<file path="src/hw/rtl/mcde_pkg.sv">
// ----------------------------------------------------------------------------
// mcde_pkg: shared definitions for the multi-channel input debounce block
// Widths, channel count and the event slot type handed between cells.
// ----------------------------------------------------------------------------
package mcde_pkg;

    // Number of debounced channels and the fixed field widths.
    localparam int CHANNELS = 6;
    localparam int LEVEL_W  = 6;
    localparam int IDX_W    = 3;
    localparam int THRESH_W = 10;

    // Reset value of the assert threshold register.
    localparam logic [THRESH_W-1:0] THRESH_RESET = THRESH_W'(3);

    // One pending event as it travels down the cell chain.
    typedef struct packed {
        logic             valid;
        logic             turned_on;
        logic [IDX_W-1:0] channel_index;
    } mcde_slot_t;

    localparam mcde_slot_t SLOT_EMPTY = '{valid: 1'b0, turned_on: 1'b0, channel_index: '0};

endpackage

</file>
<file path="src/hw/rtl/mcde_cell.sv">
// ----------------------------------------------------------------------------
// mcde_cell: one debounce channel of the cell chain
// Holds the run counter and asserted flag of its channel, produces its event
// when a tick is loaded, and passes event slots toward the output end.
// ----------------------------------------------------------------------------
module mcde_cell
(
    input  logic                           clk,
    input  logic                           rst_n,
    input  logic [mcde_pkg::IDX_W-1:0]     cell_index,
    input  logic [mcde_pkg::THRESH_W-1:0]  threshold,
    input  logic                           level,
    input  logic                           load,
    input  logic                           shift,
    input  mcde_pkg::mcde_slot_t           slot_in,
    input  logic                           any_in,
    output mcde_pkg::mcde_slot_t           slot_out,
    output logic                           any_out
);

    import mcde_pkg::*;

    logic [THRESH_W-1:0] count_reg;
    logic [THRESH_W-1:0] count_next;
    logic                asserted_reg;
    logic                asserted_next;
    mcde_slot_t          slot_reg;
    mcde_slot_t          slot_next;

    logic [THRESH_W-1:0] count_step;
    logic                event_fire;
    logic                event_on;

    // Debounce update for one tick.
    always_comb
    begin
        count_step = (count_reg < threshold) ? count_reg + THRESH_W'(1) : count_reg;
        event_fire = 1'b0;
        event_on   = 1'b0;
        if (level)
        begin
            if ((count_step >= threshold) && !asserted_reg)
            begin
                event_fire = 1'b1;
                event_on   = 1'b1;
            end
        end
        else
        begin
            event_fire = asserted_reg;
        end
    end

    // Next state and slot handling: a load replaces the slot, otherwise it shifts or holds.
    always_comb
    begin
        count_next    = count_reg;
        asserted_next = asserted_reg;
        slot_next     = slot_reg;
        if (load)
        begin
            count_next    = level ? count_step : '0;
            asserted_next = level ? (asserted_reg | event_fire) : 1'b0;
            slot_next     = '{valid: event_fire, turned_on: event_on, channel_index: cell_index};
        end
        else if (shift)
        begin
            slot_next = slot_in;
        end
    end

    always_ff @(posedge clk or negedge rst_n)
    begin
        if (!rst_n)
        begin
            count_reg    <= '0;
            asserted_reg <= 1'b0;
            slot_reg     <= SLOT_EMPTY;
        end
        else
        begin
            count_reg    <= count_next;
            asserted_reg <= asserted_next;
            slot_reg     <= slot_next;
        end
    end

    // Pending-event summary for this cell and all cells above it.
    assign slot_out = slot_reg;
    assign any_out  = slot_reg.valid | any_in;

endmodule

</file>
<file path="src/hw/rtl/multi_channel_input_debounce_events.sv">
// ----------------------------------------------------------------------------
// multi_channel_input_debounce_events: six-channel counter debounce with events
// Each tick updates all channels at once; ON/OFF events drain in channel order.
// ----------------------------------------------------------------------------
// Events of a tick are loaded into the cells of their channels, shift down the chain
// to cell 0 and pass through the output register, stalling while m_tready is low.
// A new tick is taken only once no event waits in the cells above cell 0 and cell 0
// is empty or moving its event out; a tick with no event, or only a channel 0 event,
// allows one tick a cycle as long as m_tready stays high.
// Reset clears all counters and flags, empties the chain and sets the threshold to 3.
module multi_channel_input_debounce_events
(
    input  logic                          clk,
    input  logic                          rst_n,
    // Configuration: assert_threshold
    input  logic                          cfg_we,
    input  logic [mcde_pkg::THRESH_W-1:0] cfg_wdata,
    // Tick input
    input  logic                          s_tvalid,
    output logic                          s_tready,
    input  logic [7:0]                    s_tdata,   // [5:0] input_levels, [7:6] zero
    // Event output
    output logic                          m_tvalid,
    input  logic                          m_tready,
    output logic [7:0]                    m_tdata,   // [2:0] channel_index, [3] turned_on
    output logic                          m_tlast    // last_event
);

    import mcde_pkg::*;

    logic [THRESH_W-1:0] threshold_reg;
    logic                out_valid_reg;
    logic                out_valid_next;
    mcde_slot_t          out_slot_reg;
    mcde_slot_t          out_slot_next;
    logic                out_last_reg;
    logic                out_last_next;

    mcde_slot_t          slot_chain [CHANNELS+1];
    logic                any_chain  [CHANNELS+1];
    logic [LEVEL_W-1:0]  levels;
    logic                pop;
    logic                shift;
    logic                load;

    assign levels = s_tdata[LEVEL_W-1:0];

    // Threshold register.
    always_ff @(posedge clk or negedge rst_n)
    begin
        if (!rst_n)
        begin
            threshold_reg <= THRESH_RESET;
        end
        else if (cfg_we)
        begin
            threshold_reg <= cfg_wdata;
        end
    end

    // Chain control: the head slot moves to the output register when that register is empty or its event is taken.
    assign pop      = slot_chain[0].valid && (!out_valid_reg || m_tready);
    assign shift    = !slot_chain[0].valid || pop;
    assign s_tready = !any_chain[1] && shift;
    assign load     = s_tvalid && s_tready;

    // Top of the chain sees nothing above it.
    assign slot_chain[CHANNELS] = SLOT_EMPTY;
    assign any_chain[CHANNELS]  = 1'b0;

    // Row of channel cells.
    for (genvar i = 0; i < CHANNELS; i++)
    begin : g_cell
        mcde_cell u_cell (
            .clk        (clk),
            .rst_n      (rst_n),
            .cell_index (IDX_W'(i)),
            .threshold  (threshold_reg),
            .level      (levels[i]),
            .load       (load),
            .shift      (shift),
            .slot_in    (slot_chain[i+1]),
            .any_in     (any_chain[i+1]),
            .slot_out   (slot_chain[i]),
            .any_out    (any_chain[i])
        );
    end

    // Output register: the popped event is last when no event waits above it.
    always_comb
    begin
        out_valid_next = out_valid_reg;
        out_slot_next  = out_slot_reg;
        out_last_next  = out_last_reg;
        if (pop)
        begin
            out_valid_next = 1'b1;
            out_slot_next  = slot_chain[0];
            out_last_next  = !any_chain[1];
        end
        else if (m_tready)
        begin
            out_valid_next = 1'b0;
        end
    end

    always_ff @(posedge clk or negedge rst_n)
    begin
        if (!rst_n)
        begin
            out_valid_reg <= 1'b0;
        end
        else
        begin
            out_valid_reg <= out_valid_next;
        end
    end

    always_ff @(posedge clk)
    begin
        out_slot_reg <= out_slot_next;
        out_last_reg <= out_last_next;
    end

    assign m_tvalid = out_valid_reg;
    assign m_tdata  = {4'b0000, out_slot_reg.turned_on, out_slot_reg.channel_index};
    assign m_tlast  = out_last_reg;

endmodule

</file>
<file path="config.mk">
export PLATFORM = sky130hd
export DESIGN_NAME = multi_channel_input_debounce_events
export DESIGN_NICKNAME = d
export VERILOG_FILES = /design/src/hw/rtl/mcde_pkg.sv /design/src/hw/rtl/mcde_cell.sv /design/src/hw/rtl/multi_channel_input_debounce_events.sv
export SDC_FILE = /design/constraint.sdc
export NUM_CORES = 1
export LEC_CHECK = 0
export BUFFER_PORTS_ARGS = -buffer_cell sky130_fd_sc_hd__buf_2
export CORE_MARGIN = 1
export CORE_UTILIZATION = 61
export DETAILED_ROUTE_END_ITERATION = 6
export PLACE_DENSITY_LB_ADDON = 0.1
export SLEW_MARGIN = 20
export SYNTH_ARGS = -nofsm -noshare
export SYNTH_HDL_FRONTEND = slang
export SYNTH_SLANG_ARGS = --single-unit
</file>
<file path="constraint.sdc">
create_clock -name clk -period 11.2 [get_ports clk]
set_clock_uncertainty 0.1 [all_clocks]
set_input_delay 0.56 -clock clk [delete_from_list [all_inputs] [get_ports clk]]
set_output_delay 0.56 -clock clk [all_outputs]
set_load 0.02 [all_outputs]
</file>
==> results of run 1 <==
## routing by layer
metal	up-vias	GRT usage (%)	share of wire (%)
li1	3499	-	-
met1	3536	37.3	43
met2	231	48.7	48
met3	52	5.70	5.9
met4	0	13.5	3.4
met5	-	0	0
## worst max path at each step
stage	end	startpoint	slack [ns]	cells after the start
2_1_floorplan	g_cell[0].u_cell.slot_out[4]	threshold_reg[1]	7.55	14
3_5_place_dp	g_cell[5].u_cell.slot_out[4]	threshold_reg[4]	6.84	14
3_3_place_gp	g_cell[0].u_cell.slot_out[4]	threshold_reg[1]	6.91	14
4_1_cts	g_cell[5].u_cell.slot_out[4]	threshold_reg[4]	6.80	14
6_report	g_cell[5].u_cell.slot_out[4]	threshold_reg[4]	6.73	14
5_1_grt	g_cell[5].u_cell.slot_out[4]	threshold_reg[4]	6.51	14
## through the flow
step | utilization (%) | setup slack, ns
CTS | 66.5 | 6.80
finish | 66.5 | 6.73
floorplan | - | 7.55
global placement | 64.4 | 6.91
detailed placement | 64.4 | 6.84
global route | 66.5 | 6.51
## report_power, final
part	internal, mW	total (mW)	switching (mW)	leakage (nW)
Clock	0.164	0.313	0.149	0.136
Combinational	0.368	0.850	0.482	2.59
Sequential	0.506	0.664	0.159	1.25
Total	1.04	1.83	0.790	3.97
## cells by family (layout without fill, tap and decap cells)
family / count (synthesis) / in the layout / synth area share (%)
AO/OA/AOI/OAI: 227 / 227 / 18.3
buffers and inverters: 68 / 76 / 3.29
XOR/XNOR: 54 / 54 / 5.68
flip-flops: 105 / 105 / 31.9
other: 1 / 4 / 0.0451
adder cells (fa/ha/maj): 120 / 120 / 18.0
AND/OR/NAND/NOR: 356 / 356 / 21.2
multiplexers: 12 / 12 / 1.55
## layout make-up
type / instances / area [um^2] / share of cell area, %
multi-input combinational: 773 / 5410 / 61.1
sequential: 105 / 2660 / 30.0
clock buffer: 10 / 250 / 2.83
tap: 176 / 220 / 2.49
timing repair buffer: 30 / 160 / 1.81
inverter: 30 / 113 / 1.27
clock inverter: 6 / 41.3 / 0.467
## layout by cell type (no fill, tap or decap), types with 8 or more instances in the layout
cell type  count
nand4_1       25
dfrtp_1       98
nor3_1        11
xnor2_1       30
nor2_1        58
a21o_1        10
or4_1          9
o21ai_0       63
clkbuf_16     10
nor4_1         9
nand3_1       39
a22o_1        11
a211o_1        8
a211oi_1       8
nand2_1      137
o31ai_1        8
nand2b_1      10
o211ai_1      25
ha_1         120
xor2_1        24
buf_2         26
and3_1        12
a21oi_1       41
inv_1         30
==> results.cfg, run 1 <==
[outcome]
status = finished, final reports clean

[die]
die_h_um = 119
rows = 42
dieArea_um2 = 14100
ios = 34
die_w_um = 119
start_util_pct = 62.6
coreArea_um2 = 13300

[placement]
portBuffers = 27
gp_congestion = 0.876
dp_cells = 1114
placed_cell_area_um2 = 8560
hpwl_um = 13700

[synthesis]
synth_top_cell_by_area = dfrtp_1
synth_top_cell_area_share_pct = 29.5
syn_area_per_cell_um2 = 8.83
ys.warnings.count = 0
yosys-top-cells-area = dfrtp_1 (29%), ha_1 (18%), nand2_1 (6.2%)
synth-async-reset-ratio_pct = 95.2
synth_area_um2 = 8320
synth_common_cells = nand2_1 (138), ha_1 (120), dfrtp_1 (98)
synth_seq_cells = 105
synthDistinctLibCells = 73
synth_seq_area_share_pct = 31.9
synth-main-ff-cell = dfrtp_1
synth.most_common_cell = nand2_1
synth_edf_count = 5
synth_cells = 943

[global_routing]
grt_first_pass_wirelength_um = 33100
grt_max_degree = 70
grt_pass1_vias = 6958
globalRouteOverflowTotal = 0
track_usage_pct = 29.5
antenna_found_initial = 0

[setup_path]
crit_family = compound AO/OA/AOI/OAI gates
cp-start-kind = flip-flop
reg2reg_to = g_cell[5].u_cell.slot_out[4]
max_stage_delay_ns = 0.52
crit_fanout = 13
r2r-start = threshold_reg[4]
r2r_cells = 14
path_class = reg -> reg
path_buf_inv = 1
crit_slowest_cell = a211oi_2
reg2reg_slack_ns = 6.73
crit_path_end_kind = flip-flop
cp.arrival_ns = 4.62
cp_cell_sequence = inv_1, ha_1, a211oi_2, a2111oi_0, a211oi_2, nand3_1, xnor2_1, ha_1, a21o_1, a21o_1, a211oi_1, o31a_1, nor4b_1, a211o_1
cp_data_required_time_ns = 11.35

[sta]
report.final.hold_viol_count = 0
grt_setup_unrepaired = no
hold_ws_ns = 0.0409
period_share_pct = 39.9
report.final.slew_viol_count = 0
fmax_mhz = 224
layout_min_cycle_time_ns = 4.47
tns_ns = 0
maxSlewHeadroom_pct = 39.5
setup_viol_count_final = 0
tightest_slew_ns = 0.908

[route]
avgViaCountPerCell = 6.48
ant_nets = 0
drc = 0
wirelength_um = 20000
route.detailed.wl_per_inst_um = 17.7
vias = 7318
drtIter0Drc = 560
dr.pass1.iters = 5

[final_layout]
nFillCells = 1077
area_delta_synth_final_pct = 6.30
insertedDiodeCount = 0
stdcell_area_um2 = 8850
largest_reg_flops = 60
drive_gt1_share_pct = 7.23
final_nets = 1092
stdcell_count = 1130

[clocking]
cts-root-buf = clkbuf_16
clk_latency_ns = 0.36
cts_sinks = 105
cts_max_path_buffers = 2
post-cts-setup-buffers = 0
ctsResizeCount = 0
cts_max_level = 3
path_clk_slew_ns = 0.07
numCtsBuffers = 9
cts_hold_buf = 0
cts_tree = yes

[pwr]
worst_ir_drop_vdd_mv = 0.122
powerDensity_nw_per_um2 = 207
leakagePower_nw = 3.97
total_power_mw = 1.83

[flow_run]
max_cap_violations = 0

[min_path]
hp-class = in -> async
Power figures use the tool's default switching activity.
==> inputs of run 2 (changes only) <==
==> constraint.sdc (replaced) <==
create_clock -name clk -period 4.2 [get_ports clk]
set_clock_uncertainty 0.1 [all_clocks]
set_input_delay 0.21 -clock clk [delete_from_list [all_inputs] [get_ports clk]]
set_output_delay 0.21 -clock clk [all_outputs]
set_load 0.02 [all_outputs]
==> results.cfg, run 2 (synthesized netlist as in run 1, its figures left out) <==
[sta]
setup_viol_count_final = 0
maxSlewHeadroom_pct = 38.1
grt_setup_unrepaired = yes
layout_min_cycle_time_ns = 4.06
report.final.slew_viol_count = 0
report.final.hold_viol_count = 0
layout_setup_ws_ns = 0.141
fmax_mhz = 246
hold_ws_ns = 0.0420
tightest_slew_ns = 0.928
tns_ns = 0
period_share_pct = 96.6

[die]
start_util_pct = 62.6
die_w_um = 119
die_h_um = 119
rows = 42
dieArea_um2 = 14100
ios = 34
coreArea_um2 = 13300

[min_path]
hp-class = in -> reg

[clocking]
cts-root-buf = clkbuf_16
numCtsBuffers = 9
clk_latency_ns = 0.36
cts_tree = yes
path_clk_slew_ns = 0.07
cts_sinks = 105
cts_max_level = 3
cts_max_path_buffers = 2

[final_layout]
area_delta_synth_final_pct = 11.8
stdcell_area_um2 = 9300
final_nets = 1143
insertedDiodeCount = 0
nFillCells = 1022
drive_gt1_share_pct = 11.5
largest_reg_flops = 60
stdcell_count = 1181
final_cell_mix = nand2_1 (137), ha_1 (120), dfrtp_1 (98), o21ai_0 (62), nor2_1 (58)
final_util_pct = 70.0
final_common_cell = nand2_1

[setup_path]
crit_slowest_cell = dfstp_2
path_class = reg -> reg
path_buf_inv = 3
cp.arrival_ns = 4.20
cp-start-kind = flip-flop
cp_data_required_time_ns = 4.34
cp_cell_sequence = clkinvlp_4, buf_2, buf_4, ha_1, nand2_1, o211ai_1, a21oi_2, nand4_1, xnor2_1, ha_1, a21o_1, a21o_1, a211oi_1, o31a_1, nor4b_1, a211o_1
crit_path_end_kind = flip-flop
crit_fanout = 10
reg2reg_slack_ns = 0.14
crit_family = compound AO/OA/AOI/OAI gates
max_stage_delay_ns = 0.55

[route]
avgViaCountPerCell = 6.43
drtIter0Drc = 483
drc = 0
vias = 7589
route.detailed.wl_per_inst_um = 18.3
dr.pass1.iters = 5
wirelength_um = 21600
ant_nets = 0

[pwr]
leakagePower_nw = 4.23
powerDensity_nw_per_um2 = 543
total_power_mw = 5.05
worst_ir_drop_vdd_mv = 0.329

[placement]
gp_congestion = 0.921
dp_cells = 1151
portBuffers = 27
placed_cell_area_um2 = 8830
hpwl_um = 15300
place_ws_ns = 0.158

[global_routing]
track_usage_pct = 32.1
grt_max_degree = 70
globalRouteOverflowTotal = 0
antenna_found_initial = 0
grt_pass1_vias = 7533
grt_first_pass_wirelength_um = 36300

[outcome]
status = finished, final reports clean

[flow_run]
max_cap_violations = 0
## run 2: cell count changes in the layout (fill, tap and decap cells not counted), sizes merged
cell | previous run | this run
buf | 30 | 71
dlygate4sd3 | 0 | 10
bufinv | 0 | 1
clkinv | 3 | 4
clkinvlp | 3 | 2
inv | 30 | 29
## run 2: power by group
group | total, mW | switching [mW] | internal [mW]
combinational | 2.39 | 1.34 | 1.05
sequential | 1.78 | 0.431 | 1.35
clock | 0.881 | 0.401 | 0.480
total | 5.05 | 2.17 | 2.88
## run 2: final timing paths
check,endpoint,from,cells after the start
setup / recovery,g_cell[5].u_cell.slot_out[4],threshold_reg[1],16
hold / removal,threshold_reg[3],cfg_wdata[3],3
setup reg to reg,g_cell[5].u_cell.slot_out[4],threshold_reg[1],16
hold reg to reg,m_tdata[2],g_cell[0].u_cell.slot_out[2],0
max in group asynchronous,threshold_reg[0],rst_n,3
min in group asynchronous,g_cell[0].u_cell.count_reg[8],rst_n,2
## run 2: per-layer routing
layer / vias to the layer above / part of all wire [%] / global-route usage, % / wire, um
met1: 3676 / 42 / 39.9 / 8990
li1: 3602 / - / - / -
met5: - / 0 / 0 / 0
met4: 0 / 3.9 / 15.3 / 833
met3: 65 / 5.0 / 5.27 / 1090
met2: 246 / 49 / 54.5 / 10700
## run 2: repair_timing
item,4_1_cts,5_1_grt
hold endpoints to repair,77,0
resized for setup,0,9
hold buffers,10,0
setup endpoints to repair,0,15
setup buffers,0,4
## run 2: final cells by class
type	count	area (um^2)	share of cell area, %
Clock buffer	10	239	2.57
Sequential cell	105	2660	28.5
Tap cell	176	220	2.37
Timing Repair Buffer	81	566	6.08
Inverter	30	116	1.25
Clock inverter	6	67.6	0.726
Multi-Input combinational cell	773	5440	58.5
## run 2: worst min-delay path, cell delays in order
cell and delay, ns:
buf_2 0.07, nand2_1 0.05, o21ai_0 0.11
==> inputs of run 3 (changes only) <==
--- a/config.mk
+++ b/config.mk
@@ -7,7 +7,7 @@
 export LEC_CHECK = 0
 export BUFFER_PORTS_ARGS = -buffer_cell sky130_fd_sc_hd__buf_2
 export CORE_MARGIN = 1
-export CORE_UTILIZATION = 61
+export CORE_UTILIZATION = 40
 export DETAILED_ROUTE_END_ITERATION = 6
 export PLACE_DENSITY_LB_ADDON = 0.1
 export SLEW_MARGIN = 20
==> results.cfg, run 3 (synthesized netlist as in run 1, its figures left out) <==
[outcome]
status = finished, final reports clean

[setup_path]
cp_data_required_time_ns = 4.31
cp-start-kind = flip-flop
reg2reg_slack_ns = 0.22
crit_path_end_kind = flip-flop
cp.arrival_ns = 4.10
crit_fanout = 5
path_class = reg -> reg

[die]
start_util_pct = 41.0
dieArea_um2 = 21400
die_h_um = 146
rows = 52
coreArea_um2 = 20300
ios = 34
die_w_um = 146

[pwr]
power.switching_mw = 2.15
leakagePower_nw = 4.26
seq_power_share_pct = 35.1
powerDensity_nw_per_um2 = 529
worst_ir_drop_vdd_mv = 0.219
total_power_mw = 5.04
clkPwrFrac_pct = 17.7
netSwitchingFraction_pct = 42.7
power_frac_comb_pct = 47.2
p_int_mw = 2.89

[global_routing]
antenna_found_initial = 0
globalRouteOverflowTotal = 0
grt_max_degree = 49
track_usage_pct = 21.0
grt_pass1_vias = 6807
grt_first_pass_wirelength_um = 35700

[sta]
period_share_pct = 94.8
report.final.slew_viol_count = 0
tns_ns = 0
fmax_mhz = 251
layout_min_cycle_time_ns = 3.98
grt_setup_unrepaired = no
tightest_slew_ns = 0.808
setup_viol_count_final = 0
maxSlewHeadroom_pct = 45.6
report.final.hold_viol_count = 0

[flow_run]
max_cap_violations = 0

[route]
route.detailed.wl_per_inst_um = 16.9
dr.pass1.iters = 4
vias = 7013
ant_nets = 0
avgViaCountPerCell = 5.48
drc = 0
drtIter0Drc = 357
wirelength_um = 21600

[final_layout]
largest_reg_flops = 60
area_delta_synth_final_pct = 14.6
final_cell_mix = nand2_1 (137), ha_1 (120), dfrtp_1 (98), o21ai_0 (63), nor2_1 (58)
final_nets = 1148
stdcell_area_um2 = 9540
final_common_cell = nand2_1
stdcell_count = 1280
insertedDiodeCount = 0
final_util_pct = 47.0
drive_gt1_share_pct = 12.8

[min_path]
hp-class = in -> reg

[clocking]
clk_latency_ns = 0.36
cts-root-buf = clkbuf_16
cts_max_level = 3
cts_tree = yes
cts_sinks = 105
cts_max_path_buffers = 2
path_clk_slew_ns = 0.08
numCtsBuffers = 9

[placement]
dp_cells = 1246
portBuffers = 27
hpwl_um = 15800
gp_congestion = 0.828
placed_cell_area_um2 = 8980
[run 3: cell count changes in the layout (fill, tap and decap cells not counted), sizes merged]
cell / previous run / this run
clkinv: 4 / 1
clkbuf: 10 / 9
buf: 71 / 75
clkinvlp: 2 / 5
dlygate4sd3: 10 / 11
inv: 29 / 30
[run 3: area by class of cell]
class	instances	area, um^2
Clock inverter	7	75.1
Fill cell	2034	10800
Timing Repair Buffer	86	646
Clock buffer	9	225
Tap cell	270	338
Inverter	30	128
Multi-Input combinational cell	773	5470
Sequential cell	105	2660
[run 3: through the flow]
| step | hold WS (ns) | setup WS, ns |
|---|---|---|
| 2_1_floorplan | -0.186 | 0.549 |
| 3_3_place_gp | 0.209 | 0.201 |
| 3_5_place_dp | 0.210 | 0.152 |
| 4_1_cts | 0.0431 | 0.105 |
| 5_1_grt | 0.0661 | 0.0134 |
| 6_report | 0.0560 | 0.218 |
[run 3: final timing paths]
kind                                               from                             to  cells after the start
setup / recovery                       threshold_reg[1]   g_cell[0].u_cell.slot_out[4]                     14
hold reg to reg            g_cell[0].u_cell.slot_out[3]                     m_tdata[3]                      0
setup reg to reg                       threshold_reg[1]   g_cell[0].u_cell.slot_out[4]                     14
min in group asynchronous                         rst_n  g_cell[1].u_cell.count_reg[6]                      2
max in group asynchronous                         rst_n   g_cell[3].u_cell.slot_out[4]                      3
hold / removal                                 m_tready                       m_tvalid                      3
[run 3: routing by layer]
layer	GRT usage, %	wire [um]	vias to the layer above
li1	-	-	3606
met1	29.0	10900	3325
met2	34.9	10100	72
met3	2.94	438	10
met4	4.01	139	0
met5	0	0	-
[run 3: critical path, cell delays in order (launching register included)]
cell and delay (ns):
dfstp_2 0.52, inv_1 0.07, ha_1 0.20, or3b_2 0.46, o2111ai_1 0.18, a31oi_2 0.21, nor4_1 0.63, xor2_1 0.15
ha_1 0.33, a21oi_1 0.15, nor2_1 0.06, a211oi_1 0.34, o41ai_2 0.17, nand3b_1 0.14, o21ai_0 0.12
[run 3: power by group through the flow]
| stage | Combinational (mW) | Clock (mW) | Sequential (mW) |
|---|---|---|---|
| final | 2.38 | 0.893 | 1.77 |
| after global placement | 2.32 | 0 | 1.78 |
| after detailed placement | 2.35 | 0 | 1.78 |
| after CTS | 2.37 | 0.924 | 1.77 |
| after global routing | 2.76 | 0.961 | 1.83 |
| after floorplan | 1.77 | 0 | 1.67 |
[run 3: what timing repair did]
item	4_1_cts	5_1_grt
setup endpoints to repair	0	14
resized for setup	0	18
buffers inserted	0	7
endpoints found under the hold margin	56	0
hold buffers	11	0
